===== src/rtl/csmm_pkg.sv =====
`default_nettype none
package csmm_pkg;

   localparam int unsigned PIXEL_W    = 8;
   localparam int unsigned FULL_SCALE = 255;
   localparam int unsigned DIV_STEPS  = PIXEL_W;
   localparam int unsigned STEP_CNT_W = $clog2(DIV_STEPS);

   // Sequencer states
   typedef enum logic [1:0] {
      ST_IDLE,
      ST_DIVIDE,
      ST_MULTIPLY,
      ST_SATURATE
   } state_type;

   // Operands of one restoring-division step
   typedef struct packed {
      logic [PIXEL_W-1:0] rem;
      logic [PIXEL_W-1:0] quo;
      logic [PIXEL_W-1:0] divisor;
   } div_step_in_type;

   // Result of one restoring-division step
   typedef struct packed {
      logic [PIXEL_W-1:0] rem;
      logic [PIXEL_W-1:0] quo;
   } div_step_out_type;

endpackage
`default_nettype wire


===== src/rtl/csmm_div_step.sv =====
`default_nettype none
// One restoring-division step: shift in the next dividend bit, compare,
// subtract, emit one quotient bit.
module csmm_div_step (
   input  wire  csmm_pkg::div_step_in_type  step_i,
   output       csmm_pkg::div_step_out_type step_o
);

   logic [csmm_pkg::PIXEL_W:0] trial;
   logic [csmm_pkg::PIXEL_W:0] diff;
   logic                       ge;

   always_comb begin
      trial = {step_i.rem, step_i.quo[csmm_pkg::PIXEL_W-1]};
      ge    = (trial >= {1'b0, step_i.divisor});
      diff  = trial - {1'b0, step_i.divisor};
      // remainder stays below the divisor, so it fits the low bits
      step_o.rem = ge ? diff[csmm_pkg::PIXEL_W-1:0] : trial[csmm_pkg::PIXEL_W-1:0];
      step_o.quo = {step_i.quo[csmm_pkg::PIXEL_W-2:0], ge};
   end

endmodule
`default_nettype wire


===== src/rtl/contrast_stretch_min_max_core.sv =====
`default_nettype none
// Min/max contrast stretch for 8-bit grey frames.
// Input channel req_*: req_kind = 0 is a measure-pass pixel, 1 a map-pass
// pixel. A frame is sent once as measure items, then again as map items.
// Result channel rsp_*: one rsp_mapped_pixel per map item, none per measure.
// Measure items update min/max when accepted; the sequencer stays idle.
// A map item steps the sequencer through accept, multiply and saturate; its
// result is registered in the saturate step, then the sequencer is idle.
// The first map item after a measure pass also runs the gain division,
// 255 / (max - min), on a shared compare/subtract step, one quotient bit
// per cycle, before the multiply step.
// Flat frames skip the division. req_ready is high only while idle.
// Results sit in an output register; a stalled receiver holds the result
// there, and the block keeps accepting measure items meanwhile. A map item
// waits in its saturate step until the output register is free.
// Reset: min = 0, max = 255, gain = 1, mapping phase set, output empty.
module contrast_stretch_min_max_core (
   input  wire        clock,
   input  wire        reset,
   input  wire        req_valid,
   output logic       req_ready,
   input  wire        req_kind,
   input  wire  [7:0] req_pixel,
   output logic       rsp_valid,
   input  wire        rsp_ready,
   output logic [7:0] rsp_mapped_pixel
);

   localparam int unsigned PW = csmm_pkg::PIXEL_W;

   csmm_pkg::state_type state_ff, state_in;

   logic [PW-1:0] low_ff, low_in;
   logic [PW-1:0] high_ff, high_in;
   logic [PW-1:0] gain_ff, gain_in;
   logic          mapping_ff, mapping_in;
   logic [PW-1:0] pix_ff, pix_in;
   logic [PW-1:0] rem_ff, rem_in;
   logic [PW-1:0] quo_ff, quo_in;
   logic [csmm_pkg::STEP_CNT_W-1:0] cnt_ff, cnt_in;
   logic signed [2*PW+1:0] prod_ff, prod_in;
   logic          out_valid_ff, out_valid_in;
   logic [PW-1:0] out_pix_ff, out_pix_in;

   logic req_fire;
   logic out_free;
   logic flat;
   logic signed [PW:0]     diff_s;
   logic signed [2*PW+2:0] val_s;

   csmm_pkg::div_step_in_type  step_in;
   csmm_pkg::div_step_out_type step_out;

   assign req_fire = req_valid && req_ready;
   assign out_free = !out_valid_ff || rsp_ready;
   assign flat     = (high_ff == low_ff);

   // Shared division step
   assign step_in.rem     = rem_ff;
   assign step_in.quo     = quo_ff;
   assign step_in.divisor = high_ff - low_ff;

   csmm_div_step u_div_step (
      .step_i (step_in),
      .step_o (step_out)
   );

   // Next state
   always_comb begin
      state_in = state_ff;
      unique case (state_ff)
         csmm_pkg::ST_IDLE: begin
            if (req_fire && req_kind) begin
               if (!mapping_ff && !flat) state_in = csmm_pkg::ST_DIVIDE;
               else                      state_in = csmm_pkg::ST_MULTIPLY;
            end
         end
         csmm_pkg::ST_DIVIDE: begin
            if (cnt_ff == csmm_pkg::STEP_CNT_W'(csmm_pkg::DIV_STEPS - 1))
               state_in = csmm_pkg::ST_MULTIPLY;
         end
         csmm_pkg::ST_MULTIPLY: state_in = csmm_pkg::ST_SATURATE;
         csmm_pkg::ST_SATURATE: begin
            if (out_free) state_in = csmm_pkg::ST_IDLE;
         end
         default: state_in = csmm_pkg::ST_IDLE;
      endcase
   end

   // Datapath and outputs
   always_comb begin
      req_ready    = (state_ff == csmm_pkg::ST_IDLE);
      low_in       = low_ff;
      high_in      = high_ff;
      gain_in      = gain_ff;
      mapping_in   = mapping_ff;
      pix_in       = pix_ff;
      rem_in       = rem_ff;
      quo_in       = quo_ff;
      cnt_in       = cnt_ff;
      prod_in      = prod_ff;
      out_pix_in   = out_pix_ff;
      out_valid_in = out_valid_ff && !rsp_ready;
      diff_s       = $signed({1'b0, high_ff}) - $signed({1'b0, pix_ff});
      val_s        = $signed((2*PW+3)'(csmm_pkg::FULL_SCALE)) - (2*PW+3)'(prod_ff);

      unique case (state_ff)
         csmm_pkg::ST_IDLE: begin
            if (req_fire) begin
               if (!req_kind) begin
                  // measure: restart after a map pass, else track min/max
                  if (mapping_ff) begin
                     low_in     = req_pixel;
                     high_in    = req_pixel;
                     mapping_in = 1'b0;
                  end else begin
                     if (req_pixel < low_ff)  low_in  = req_pixel;
                     if (req_pixel > high_ff) high_in = req_pixel;
                  end
               end else begin
                  pix_in     = req_pixel;
                  mapping_in = 1'b1;
                  rem_in     = '0;
                  quo_in     = PW'(csmm_pkg::FULL_SCALE);
                  cnt_in     = '0;
               end
            end
         end
         csmm_pkg::ST_DIVIDE: begin
            rem_in = step_out.rem;
            quo_in = step_out.quo;
            cnt_in = cnt_ff + 1'b1;
            if (cnt_ff == csmm_pkg::STEP_CNT_W'(csmm_pkg::DIV_STEPS - 1))
               gain_in = step_out.quo;
         end
         csmm_pkg::ST_MULTIPLY: begin
            prod_in = (2*PW+2)'($signed({1'b0, gain_ff})) * (2*PW+2)'(diff_s);
         end
         csmm_pkg::ST_SATURATE: begin
            if (out_free) begin
               out_valid_in = 1'b1;
               if (flat)
                  out_pix_in = pix_ff;
               else if (val_s < 0)
                  out_pix_in = '0;
               else if (val_s > $signed((2*PW+3)'(csmm_pkg::FULL_SCALE)))
                  out_pix_in = PW'(csmm_pkg::FULL_SCALE);
               else
                  out_pix_in = val_s[PW-1:0];
            end
         end
         default: ;
      endcase
   end

   assign rsp_valid        = out_valid_ff;
   assign rsp_mapped_pixel = out_pix_ff;

   // Control and state registers
   always_ff @(posedge clock) begin
      if (reset) begin
         state_ff     <= csmm_pkg::ST_IDLE;
         low_ff       <= '0;
         high_ff      <= PW'(csmm_pkg::FULL_SCALE);
         gain_ff      <= PW'(1);
         mapping_ff   <= 1'b1;
         out_valid_ff <= 1'b0;
         cnt_ff       <= '0;
      end else begin
         state_ff     <= state_in;
         low_ff       <= low_in;
         high_ff      <= high_in;
         gain_ff      <= gain_in;
         mapping_ff   <= mapping_in;
         out_valid_ff <= out_valid_in;
         cnt_ff       <= cnt_in;
      end
   end

   // Payload registers
   always_ff @(posedge clock) begin
      pix_ff     <= pix_in;
      rem_ff     <= rem_in;
      quo_ff     <= quo_in;
      prod_ff    <= prod_in;
      out_pix_ff <= out_pix_in;
   end

endmodule
`default_nettype wire


===== config.mk =====
export PLATFORM = sky130hd
export DESIGN_NAME = contrast_stretch_min_max_core
export DESIGN_NICKNAME = d
export VERILOG_FILES = /design/src/rtl/csmm_pkg.sv /design/src/rtl/csmm_div_step.sv /design/src/rtl/contrast_stretch_min_max_core.sv
export SDC_FILE = /design/constraint.sdc
export NUM_CORES = 1
export LEC_CHECK = 0
export BUFFER_PORTS_ARGS = -buffer_cell sky130_fd_sc_hd__buf_2
export CAP_MARGIN = 20
export CORE_MARGIN = 1
export CORE_UTILIZATION = 58
export CTS_CLUSTER_DIAMETER = 80
export CTS_CLUSTER_SIZE = 25
export DETAILED_ROUTE_END_ITERATION = 10
export PLACE_DENSITY = 0.85
export SLEW_MARGIN = 10
export SYNTH_ARGS = -nofsm -noshare
export SYNTH_HDL_FRONTEND = slang
export SYNTH_HIERARCHICAL = 1
export SYNTH_SLANG_ARGS = --single-unit

===== constraint.sdc =====
create_clock -name clock -period 6.22 [get_ports clock]
set_input_delay 0.311 -clock clock [delete_from_list [all_inputs] [get_ports clock]]
set_output_delay 0.311 -clock clock [all_outputs]
set_load 0.05 [all_outputs]

# Word level (Yosys, flattened, before mapping)
# Cells that the tools add are included.
dict set report totals {
  out_inout_bits 10
  wordCells 80
  inputBits 13
  reg_bits 81
}
dict set report op_classes {
  bitwise_logic 1
  reduce_logical 21
  n_mul 1
  magnitude_cmp 5
  n_eq_ne 10
  n_addsub 5
  n_mux 25
}
# op count
set ops {}
lappend ops {{2-to-1 mux 8 bit} 12}
lappend ops {{case mux 8 bit (2 select lines)} 2}
lappend ops {{greater-than comparator 19 x 9 -> 1 bit (second input constant)} 1}
lappend ops {{less-than comparator 19 x 1 -> 1 bit (second input constant)} 1}
lappend ops {{subtractor 9 x 18 -> 19 bit (first input constant)} 1}
lappend ops {{multiplier 9 x 9 -> 18 bit} 1}
lappend ops {{subtractor 8 bit} 2}
lappend ops {{>= comparator 9 x 8 -> 1 bit} 1}
lappend ops {{AND reduction 3 bit} 3}
lappend ops {{subtractor 8 x 8 -> 9 bit} 1}
lappend ops {{equality test 8 bit} 1}
lappend ops {{greater-than comparator 8 bit} 1}
lappend ops {{less-than comparator 8 bit} 1}
lappend ops {{2-to-1 mux 2 bit} 4}
lappend ops {{case mux 2 bit (4 select lines)} 1}
lappend ops {{AND reduction 4 bit} 2}
lappend ops {{2-to-1 mux 3 bit} 2}
lappend ops {{inequality test 2 x 1 -> 1 bit (second input constant)} 3}
lappend ops {{case mux 3 bit (2 select lines)} 1}
lappend ops {{AND reduction 2 bit} 3}
lappend ops {{nonzero test 2 bit} 3}
lappend ops {{equality test 2 bit (second input constant)} 2}
lappend ops {{logical AND 1 bit} 4}
lappend ops {{zero test 1 bit} 4}
lappend ops {{other kinds (8)} 11}

# Depth between registers and ports, before layout
# Gate-level depths: netlist (run 1).
dict set report logic_depth {
  depth_word 6
  ltp_mapped 25
}

# By module
# The synthesis (run 1) kept the hierarchy.
# mod seq_area_each_um2 n_inst area_each_um2 cells_each
set modules_own_cells {}
lappend modules_own_cells {contrast_stretch_min_max_core 2122.0 1 6877.8 692}
lappend modules_own_cells {csmm_div_step 0.0 1 599.3 74}

# Worst setup path after synthesis (run 1)
# OpenSTA, ideal clock, no wires.
dict set report synth_path {
  path_type {flip-flop to flip-flop}
  startpoint {register high_ff[0]}
  endpoint {register prod_ff[12] (data pin)}
  period_less_slack_ns 6.104
  path_buffers 0
  required_ns 6.085
  stages_incl_launch_ff 23
  arrival_ns 5.970
  path_slack_ns 0.116
  cell_sequence {dfxtp_1 inv_1 ha_1 fa_1 nor2b_1 o21ai_1 a21oi_1 nor3_1 or3b_2 fa_1 fa_1 inv_1 fa_1 fa_1 inv_1 fa_1 inv_1 ha_1 a21o_1 a21oi_1 a21boi_0 or4_1 nand3_1}
}
dict set report synth_between {
  elab_chain_len 2
}
# element line
set synth_lines {}
lappend synth_lines {{start, declared} contrast_stretch_min_max_core.sv:34} ;# logic [PW-1:0] high_ff, high_in;
lappend synth_lines {{start signal, assigned} contrast_stretch_min_max_core.sv:164} ;# high_ff <= PW'(csmm_pkg::FULL_SCALE);
lappend synth_lines {{start signal, assigned} contrast_stretch_min_max_core.sv:172} ;# high_ff <= high_in;
lappend synth_lines {{subtractor 8 x 8 -> 9 bit} contrast_stretch_min_max_core.sv:104} ;# diff_s = $signed({1'b0, high_ff}) - $signed({1'b0, pix_ff});
lappend synth_lines {{multiplier 9 x 9 -> 18 bit} contrast_stretch_min_max_core.sv:137} ;# prod_in = (2*PW+2)'($signed({1'b0, gain_ff})) * (2*PW+2)'(diff_s);
lappend synth_lines {{end signal, assigned} contrast_stretch_min_max_core.sv:185} ;# prod_ff <= prod_in;
lappend synth_lines {{end, declared} contrast_stretch_min_max_core.sv:41} ;# logic signed [2*PW+1:0] prod_ff, prod_in;
# No other way between the ends.
# A chain may end at the register's enable or synchronous reset.

# Final worst setup path (run 1)
dict set report layout_path {
  startpoint {register pix_ff[2]}
  endpoint {register prod_ff[17] (data pin)}
}
dict set report layout_between {
  elab_chain_len 2
}
# element line
set layout_lines {}
lappend layout_lines {{start, declared} contrast_stretch_min_max_core.sv:37} ;# logic [PW-1:0] pix_ff, pix_in;
lappend layout_lines {{start signal, assigned} contrast_stretch_min_max_core.sv:182} ;# pix_ff <= pix_in;
lappend layout_lines {{subtractor 8 x 8 -> 9 bit} contrast_stretch_min_max_core.sv:104}
lappend layout_lines {{multiplier 9 x 9 -> 18 bit} contrast_stretch_min_max_core.sv:137}
# No other way between the ends.

==> results of run 1 <==
[metal layers]
layer	global-route usage (%)	up-vias	part of all wire [%]	wire (µm)
li1	-	2677	-	-
met1	32.4	2769	44	6990
met2	42.1	190	49	7770
met3	3.09	26	4.8	762
met4	9.09	0	2.2	345
met5	0	-	0	0
[critical path, cell delays in order (launching register included)]
cell and delay (ns):
edfxtp_1 0.41, inv_1 0.08, ha_1 0.25, nor2b_2 0.17, o21ai_2 0.16, a21oi_2 0.09, buf_4 0.14, o21a_1 0.18
or3b_4 0.40, fa_1 0.49, fa_1 0.50, inv_1 0.06, fa_1 0.46, fa_1 0.54, inv_1 0.05, fa_1 0.50
inv_1 0.06, ha_4 0.24, o21a_1 0.16, o31a_1 0.12, o31ai_2 0.27, buf_4 0.16, a31oi_1 0.08, xnor2_1 0.14
[layout make-up]
cell class	count	area (µm²)
multi-input cells	552	4860
fillers	924	4460
flip-flops and latches	81	2120
inverters	106	398
clock buffers	13	293
repair buffers	40	245
well taps	172	215
clock inverters	3	26.3
[through the flow]
stage	cell area [µm²]	std cells	setup TNS (ns)	hold WS (ns)	worst slack, ns
global placement	7760	948	0	0.459	0.0700
global route	8160	967	-0.0129	0.242	-0.0129
floorplan	7480	766	0	0.410	0.116
CTS	8100	964	0	0.237	0.0162
finish	8160	967	0	0.234	0.265
detailed placement	7760	948	-0.172	0.472	-0.0788
[synth_stat cells, types with 15 or more instances]
library cell / n
xnor2_1: 15
nor3b_1: 15
inv_1: 106
nor2b_1: 18
ha_1: 99
nor3_1: 16
edfxtp_1: 50
nand2_1: 27
nor2_1: 52
a21oi_1: 28
fa_1: 46
mux2i_1: 22
dfxtp_1: 31
nand2b_1: 43
and2_1: 27
[timing repair]
action,CTS,global route
gates resized for setup,3,12
endpoints found under the setup margin,6,7
setup buffers,0,3
pin swaps,0,8
[power groups by stage]
stage / sequential, W / combinational [W] / clock (W)
2_1_floorplan: 0.000779 / 0.000883 / 0
3_3_place_gp: 0.000779 / 0.00109 / 0
3_5_place_dp: 0.000784 / 0.00112 / 0
4_1_cts: 0.000774 / 0.00115 / 0.000564
5_1_grt: 0.000785 / 0.00130 / 0.000589
6_report: 0.000776 / 0.00117 / 0.000564
[path summary, 6_finish.rpt]
check,start,to,depth (start not counted)
max reg2reg,pix_ff[2]$_DFFE_PP_,prod_ff[17]$_DFFE_PP_,23
min reg2reg,low_ff[2]$_SDFFE_PP0P_,low_ff[2]$_SDFFE_PP0P_,2
max,pix_ff[2]$_DFFE_PP_,prod_ff[17]$_DFFE_PP_,23
min,req_pixel[4],pix_ff[4]$_DFFE_PP_,1
[state kept, by name (all words and copies together), names as in the netlist]
register          cells
gain_ff               8
prod_ff              18
high_ff               8
low_ff                8
pix_ff                8
rsp_valid             1
quo_ff                8
cnt_ff                3
rsp_mapped_pixel      8
rem_ff                8
mapping_ff            1
state_ff              2
[cell families (layout without fill, tap and decap cells)]
logic type               after synthesis  after routing  share of synthesized area [%]
AND/OR/NAND/NOR                      238            238                           17.3
adder cells (fa/ha/maj)              145            145                           28.9
buffers and inverters                133            162                           7.33
AO/OA/AOI/OAI                        120            120                           11.5
flip-flops                            81             81                           28.4
multiplexers                          29             29                           4.30
XOR/XNOR                              20             20                           2.34
==> flow_summary.yaml, run 1 <==
sta:
  fin_skew_ns: 0.00888
  drv_slew: 0
  setup_viol: 0
  hold_viol_final: 0
  min_period_ns: 5.95
  worstMarginPinSlew_ns: 1.00
  post-route-period-util_pct: 95.7
  max_slew_margin_pct: 33.1
  max_clock_freq_mhz: 168
layout:
  final_util_pct: 64.7
  area_growth_pct: 9.19
  nets: 948
  diodes: 0
  drive_gt1_share_pct: 10.9
  layout_common_cells: "inv_1, ha_1, nor2_1"
  layout_commonest_cell: "inv_1"
cts:
  cts_root_buf: "clkbuf_16"
  htree_levels: 3
  clock_latency_ns: 0.35
  clockBufferDepth: 2
  holdBufCountCts: 0
  numCtsBuffers: 9
  cts_tree: "yes"
  clk_pin_slew_ns: 0.07
  cts_num_sinks: 81
pwr:
  power.density_nw_per_um2: 308
  p_leak_nw: 3.73
  switching_share_pct: 38.7
  vdd.ir_drop.worst_mv: 0.152
  combPwrFrac_pct: 46.7
  power.switching_w: 0.000971
  power_w: 0.00251
  internal-power_w: 0.00154
  clock_power_share_pct: 22.4
  seq_power_share_pct: 30.9
floorplan:
  row_count: 41
  start_util_pct: 59.3
  fp.dieH_um: 116
  core_area_um2: 12600
  die_x_um: 116
  design.portCount: 23
  dieArea_um2: 13300
synthesis:
  synth_top_area_cell: "edfxtp_1"
  avgSynthCellArea_um2: 9.76
  synth-edff-count: 50
  yosysUniqueCellTypes: 65
  synth_area_leaders: "edfxtp_1, ha_1, fa_1, dfxtp_1, inv_1"
  synth_seq_cells: 81
  synth_cells: 766
  seq_area_frac_synth_pct: 28.4
  async_flop_share_pct: 0
  synth.cell_area_um2: 7480
  synthFlopType: "edfxtp_1"
  synth_top_area_share_pct: 20.1
  synth_warnings: 6
  synth_nets: 924
grt:
  grt_overflow: 0
  grt_pass1_wl_um: 25600
  antenna_found_initial: 0
  grt_usage_pct: 24.7
  grt_max_degree: 48
  grt_pass1_vias: 5353
worst_setup_path:
  critPathLaunchType: "flop"
  end_kind: "flop"
  r2r_slack_ns: 0.27
  crit_required_ns: 6.32
  worstSetupPathType: "reg -> reg"
  arrival_ns: 6.06
  crit_path_max_fanout: 3
place:
  gp_congestion: 0.877
  port_buffers: 22
  hpwl_um: 11700
detailed_routing:
  drtIter0Drc: 558
  wirelength_um: 15900
  drc: 0
  routedWlPerCell_um: 16.4
  first_pass_iters: 5
  viasPerCell: 5.86
  ant_nets: 0
  vias: 5662
status:
  status: "complete, no violations"
worst_hold_path:
  hold_path.class: "in -> reg"
run:
  cap_violations: 0
(Power assumes the default switching activity.)
==> run 2, diff against run 1 <==
--- a/config.mk
+++ b/config.mk
@@ -7,12 +7,14 @@
 export LEC_CHECK = 0
 export BUFFER_PORTS_ARGS = -buffer_cell sky130_fd_sc_hd__buf_2
 export CAP_MARGIN = 20
+export CELL_PAD_IN_SITES_DETAIL_PLACEMENT = 0
+export CELL_PAD_IN_SITES_GLOBAL_PLACEMENT = 1
 export CORE_MARGIN = 1
-export CORE_UTILIZATION = 58
+export CORE_UTILIZATION = 55
 export CTS_CLUSTER_DIAMETER = 80
-export CTS_CLUSTER_SIZE = 25
+export CTS_CLUSTER_SIZE = 24
 export DETAILED_ROUTE_END_ITERATION = 10
-export PLACE_DENSITY = 0.85
+export PLACE_DENSITY = 0.95
 export SLEW_MARGIN = 10
 export SYNTH_ARGS = -nofsm -noshare
 export SYNTH_HDL_FRONTEND = slang
==> constraint.sdc (replaced) <==
create_clock -name clock -period 7.08 [get_ports clock]
set_input_delay 0.354 -clock clock [delete_from_list [all_inputs] [get_ports clock]]
set_output_delay 0.354 -clock clock [all_outputs]
set_load 0.05 [all_outputs]
==> run 2 against run 1 <==
Against the previous run: fmax is 11% lower; sequential power fell by 12%; total power shrank 15%; die area increased by 5.4%; routed wire length fell by 2.9%; clock skew rose by 0.0021 ns; combinational power is 17% lower; register-to-register slack gained 0.14 ns; global-route usage is 1.4 points lower.
==> flow_summary.yaml, run 2 (synthesis results as in run 1) <==
cts:
  clk_pin_slew_ns: 0.07
  cts_root_buf: "clkbuf_16"
  clock_latency_ns: 0.35
  cts_tree: "yes"
  htree_levels: 3
  cts_num_sinks: 81
  cts_resized: 0
  clockBufferDepth: 2
  post_cts_buffers: 0
  numCtsBuffers: 9
  holdBufCountCts: 0
sta:
  max_slew_margin_pct: 34.3
  setup_viol: 0
  post-route-period-util_pct: 94.2
  max_clock_freq_mhz: 150
  fin_skew_ns: 0.0110
  min_period_ns: 6.67
  worstMarginPinSlew_ns: 0.986
  tns_ns: 0
  rsz0062_at_grt: "false"
  hold_viol_final: 0
  drv_slew: 0
worst_setup_path:
  path_cells: "inv_1 > ha_1 > fa_1 > nor2b_1 > o21ai_1 > a21oi_1 > nor3_1 > or3b_2 > fa_1 > fa_1 > inv_1 > fa_1 > fa_1 > inv_1 > fa_1 > inv_1 > ha_1 > o21a_1 > o31a_1 > o31ai_1 > a31oi_1 > xnor2_1"
  crit_required_ns: 7.19
  arrival_ns: 6.78
  crit_top_cell: "fa_1"
  critPathBufInv: 4
  crit_slowest_cell: "fa_1"
  r2r_slack_ns: 0.41
  critical_path.top_delay_family: "adder cells"
  end_kind: "flop"
  critPathLaunchType: "flop"
  crit_path_max_incr_delay_ns: 0.56
  worstSetupPathType: "reg -> reg"
  crit_path_max_fanout: 8
grt:
  grt_pass1_wl_um: 26100
  antenna_found_initial: 0
  grt_usage_pct: 23.4
  grt_pass1_vias: 5468
  grt_overflow: 0
  grt_max_degree: 48
floorplan:
  die_x_um: 119
  row_count: 42
  design.portCount: 23
  core_area_um2: 13200
  start_util_pct: 56.5
  dieArea_um2: 14100
  fp.dieH_um: 119
pwr:
  power.switching_w: 0.000822
  combPwrFrac_pct: 45.9
  switching_share_pct: 38.7
  seq_power_share_pct: 32.1
  internal-power_w: 0.00130
  p_leak_nw: 3.64
  vdd.ir_drop.worst_mv: 0.143
  power.density_nw_per_um2: 266
  clock_power_share_pct: 22.0
layout:
  final_util_pct: 60.2
  layout_common_cells: "inv_1, ha_1, nor2_1"
  top_register: "prod_ff"
  drive_gt1_share_pct: 7.70
  multi_input_area_um2: 4810
  largest_register_ffs: 18
  area_growth_pct: 6.61
  finalNonFillerCells: 955
  layout_commonest_cell: "inv_1"
  nFillCells: 1096
  diodes: 0
  nets: 932
  seq_area_um2: 2120
worst_hold_path:
  hold_path.class: "in -> reg"
detailed_routing:
  viasPerCell: 5.69
  drtIter0Drc: 411
  first_pass_iters: 5
  wirelength_um: 15400
  ant_nets: 0
  vias: 5430
  drc: 0
  routedWlPerCell_um: 16.1
place:
  port_buffers: 22
  dp_cells: 939
  hpwl_um: 12100
  gp_congestion: 0.921
run:
  cap_violations: 0
status:
  status: "complete, no violations"
-- run 2: cell types whose count changed in the layout (fill, tap and decap cells not counted), sizes merged --
cell      change
buf          -16
clkbuf        -2
clkinv        +2
clkinvlp      +1
inv           -1
-- run 2: metal layers --
layer	GRT usage, %	part of all wire (%)	up-vias
li1	-	-	2650
met1	30.1	45	2641
met2	39.4	48	115
met3	3.43	4.4	24
met4	9.34	2.5	0
met5	0	0	-
-- run 2: layout make-up --
class | count | share of cell area, %
Timing Repair Buffer | 24 | 1.57
Clock buffer | 11 | 3.31
Inverter | 106 | 4.99
Multi-Input combinational cell | 552 | 60.3
Clock inverter | 5 | 0.439
Sequential cell | 81 | 26.6
Tap cell | 176 | 2.76
-- run 2: through the flow --
step | setup slack [ns] | hold slack [ns] | area, µm² | total power (W)
finish | 0.408 | 0.274 | 7970 | 0.00212
global route | 0.0442 | 0.283 | 7970 | 0.00227
CTS | 0.407 | 0.271 | 7970 | 0.00213
detailed placement | 0.490 | 0.466 | 7670 | 0.00166
global placement | 0.695 | 0.460 | 7670 | 0.00162
floorplan | 0.976 | 0.449 | 7480 | 0.00146
-- run 2: worst register-to-register path: cells and delay by family, from the launching register on --
family | cells | cell delay, ns
flops | 1 | 0.35
xor+xnor | 1 | 0.15
compound gates | 6 | 1.27
simple gates | 3 | 0.82
buf+inv | 4 | 0.24
fa+ha+maj | 8 | 3.59
-- run 2: path summary, 6_finish.rpt --
kind                                 from                     end  cells past startpoint
setup reg to reg  high_ff[0]$_SDFFE_PP1P_   prod_ff[17]$_DFFE_PP_                     22
setup / recovery  high_ff[0]$_SDFFE_PP1P_   prod_ff[17]$_DFFE_PP_                     22
hold reg to reg    low_ff[6]$_SDFFE_PP0P_  low_ff[6]$_SDFFE_PP0P_                      2
hold / removal               req_pixel[0]     pix_ff[0]$_DFFE_PP_                      1
-- run 2: power by group through the flow --
stage                     Combinational (W)  Clock (W)  Sequential (W)
final                              0.000974   0.000467        0.000682
after global placement             0.000935          0        0.000684
after detailed placement           0.000967          0        0.000690
after CTS                          0.000975   0.000473        0.000681
after floorplan                    0.000776          0        0.000685
after global routing                0.00109   0.000488        0.000693
==> run 3, diff against run 2 <==
--- a/config.mk
+++ b/config.mk
@@ -5,12 +5,13 @@
 export SDC_FILE = /design/constraint.sdc
 export NUM_CORES = 1
 export LEC_CHECK = 0
+export ABC_AREA = 1
 export BUFFER_PORTS_ARGS = -buffer_cell sky130_fd_sc_hd__buf_2
 export CAP_MARGIN = 20
 export CELL_PAD_IN_SITES_DETAIL_PLACEMENT = 0
 export CELL_PAD_IN_SITES_GLOBAL_PLACEMENT = 1
 export CORE_MARGIN = 1
-export CORE_UTILIZATION = 55
+export CORE_UTILIZATION = 53
 export CTS_CLUSTER_DIAMETER = 80
 export CTS_CLUSTER_SIZE = 24
 export DETAILED_ROUTE_END_ITERATION = 10
==> run 3 against run 2 <==
Against the previous run: sequential power decreased by 1%; clock power increased by 1%; largest power group unchanged; total power increased by 11%; register-to-register slack improved by 0.80 ns; critical path depth increased by 1; die area increased by 5.6%; count of clock-buffer cells in the layout increased by 1; clock skew increased by 0.0028 ns; first-iteration DRC count decreased by 8.3%; sequential cell count unchanged.
==> flow_summary.yaml, run 3 <==
floorplan:
  design.portCount: 23
  dieArea_um2: 14800
  row_count: 43
  die_x_um: 122
  start_util_pct: 54.6
  core_area_um2: 13900
  fp.dieH_um: 122
synthesis:
  synth_warnings: 6
  synth_seq_cells: 81
  synth.cell_area_um2: 7610
  netlist_top_cells_count: "nand2_1, inv_1, ha_1, nor2_1, nand3_1"
  async_flop_share_pct: 0
  yosysMostFrequentCell: "nand2_1"
  yosysUniqueCellTypes: 40
  synthFlopType: "edfxtp_1"
  synth_top_area_share_pct: 19.7
  synth_top_area_cell: "edfxtp_1"
  seq_area_frac_synth_pct: 27.9
  synth_area_leaders: "edfxtp_1, ha_1, fa_1, nand2_1, inv_1"
  synth_cells: 937
  avgSynthCellArea_um2: 8.12
  synth-edff-count: 50
  synth_nets: 1095
worst_setup_path:
  r2r_slack_ns: 1.21
  worstSetupPathType: "reg -> reg"
  crit_required_ns: 7.17
  arrival_ns: 5.96
  crit_slowest_cell: "fa_1"
  critPathLaunchType: "flop"
  end_kind: "flop"
  path_cells: "inv_1 > ha_1 > fa_1 > o21ai_2 > nand4_1 > nand2_2 > inv_1 > nand2_1 > fa_1 > fa_1 > inv_1 > fa_1 > fa_1 > inv_1 > fa_1 > inv_1 > ha_1 > a21oi_2 > nand2_1 > a21oi_2 > nor2_1 > nor2_1 > xnor2_1"
  crit_path_max_fanout: 8
  crit_path_max_incr_delay_ns: 0.56
  crit_top_cell: "fa_1"
  critical_path.top_delay_family: "adder cells"
  critPathBufInv: 5
layout:
  finalNonFillerCells: 1141
  top_register: "prod_ff"
  multi_input_area_um2: 4700
  diodes: 0
  nets: 1114
  seq_area_um2: 2120
  largest_register_ffs: 18
  layout_commonest_cell: "nand2_1"
  layout_common_cells: "nand2_1, inv_1, ha_1"
  final_area_um2: 8150
  area_growth_pct: 7.05
  nFillCells: 1282
  drive_gt1_share_pct: 9.47
cts:
  numCtsBuffers: 9
  cts_resized: 0
  clk_pin_slew_ns: 0.06
  clock_latency_ns: 0.35
  clockBufferDepth: 2
  htree_levels: 3
  holdBufCountCts: 0
  cts_tree: "yes"
  cts_num_sinks: 81
  post_cts_buffers: 0
  cts_root_buf: "clkbuf_16"
sta:
  setup_ws_ns: 1.21
  drv_slew: 0
  max_slew_margin_pct: 45.0
  rsz0062_at_grt: "false"
  post-route-period-util_pct: 83.0
  setup_viol: 0
  max_clock_freq_mhz: 170
  worstMarginPinSlew_ns: 0.826
  min_period_ns: 5.87
  hold_viol_final: 0
  tns_ns: 0
  fin_skew_ns: 0.0139
  hold_ws_ns: 0.247
detailed_routing:
  vias: 5879
  first_pass_iters: 5
  drc: 0
  drtIter0Drc: 377
  routedWlPerCell_um: 13.6
  ant_nets: 0
  wirelength_um: 15500
  viasPerCell: 5.15
grt:
  grt_usage_pct: 22.8
  grt_max_degree: 28
  grt_pass1_vias: 5347
  antenna_found_initial: 0
  grt_pass1_wl_um: 25900
  grt_overflow: 0
pwr:
  power.density_nw_per_um2: 289
  seq_power_share_pct: 28.7
  p_leak_nw: 4.19
  combPwrFrac_pct: 51.3
  internal-power_w: 0.00132
  clock_power_share_pct: 20.1
  vdd.ir_drop.worst_mv: 0.118
  switching_share_pct: 44.0
  power.switching_w: 0.00104
place:
  dp_cells: 1125
  gp_congestion: 0.898
  hpwl_um: 12600
  port_buffers: 22
  dp_slack_ns: 1.20
  placed_cell_area_um2: 7850
status:
  status: "complete, no violations"
worst_hold_path:
  hold_path.class: "in -> reg"
run:
  cap_violations: 0
-- run 3: cell families after synthesis --
family          share of synthesized area (%)
simple gates                             24.3
fa+ha+maj                                28.4
xor+xnor                                 3.09
compound gates                           6.00
buf+inv                                  10.4
flops                                    27.9
-- run 3: path summary, 6_finish.rpt --
check                                from                     end  cells after the start
setup / recovery  high_ff[0]$_SDFFE_PP1P_   prod_ff[13]$_DFFE_PP_                     23
hold / removal               req_pixel[0]     pix_ff[0]$_DFFE_PP_                      1
setup reg to reg  high_ff[0]$_SDFFE_PP1P_   prod_ff[13]$_DFFE_PP_                     23
hold reg to reg    cnt_ff[1]$_SDFFE_PP0P_  cnt_ff[1]$_SDFFE_PP0P_                      2
-- run 3: worst register-to-register path: cells and delay by family (launching register included) --
family | cells | cell delay [ns]
XOR/XNOR | 1 | 0.08
flip-flops | 1 | 0.35
AO/OA/AOI/OAI | 3 | 0.59
AND/OR/NAND/NOR | 6 | 0.71
buffers and inverters | 5 | 0.34
adder cells (fa/ha/maj) | 8 | 3.53
-- run 3: layer usage --
layer | up-vias | GRT usage (%) | part of all wire [%]
met5 | - | 0 | 0
met4 | 0 | 6.33 | 1.4
met3 | 17 | 3.89 | 5.2
met2 | 115 | 34.3 | 44
met1 | 2739 | 33.5 | 49
li1 | 3008 | - | -
-- run 3: power by group through the flow --
| stage | clock network, W | logic, W | registers [W] |
|---|---|---|---|
| finish | 0.000472 | 0.00121 | 0.000675 |
| detailed placement | 0 | 0.00120 | 0.000685 |
| floorplan | 0 | 0.000951 | 0.000685 |
| CTS | 0.000477 | 0.00121 | 0.000676 |
| global placement | 0 | 0.00119 | 0.000684 |
| global route | 0.000495 | 0.00138 | 0.000686 |
-- run 3: through the flow --
step / util, % / power [W]
global placement: 56.4 / 0.00187
finish: 58.5 / 0.00235
floorplan: - / 0.00164
CTS: 58.5 / 0.00237
global route: 58.5 / 0.00256
detailed placement: 56.4 / 0.00189
-- run 3: layout make-up --
class                      count  share of cell area [%]
clock inverter                 4                   0.599
multi-input combinational    657                    57.7
tap                          180                    2.76
timing repair buffer          23                    1.44
clock buffer                  12                    3.02
inverter                     184                    8.48
sequential                    81                    26.0
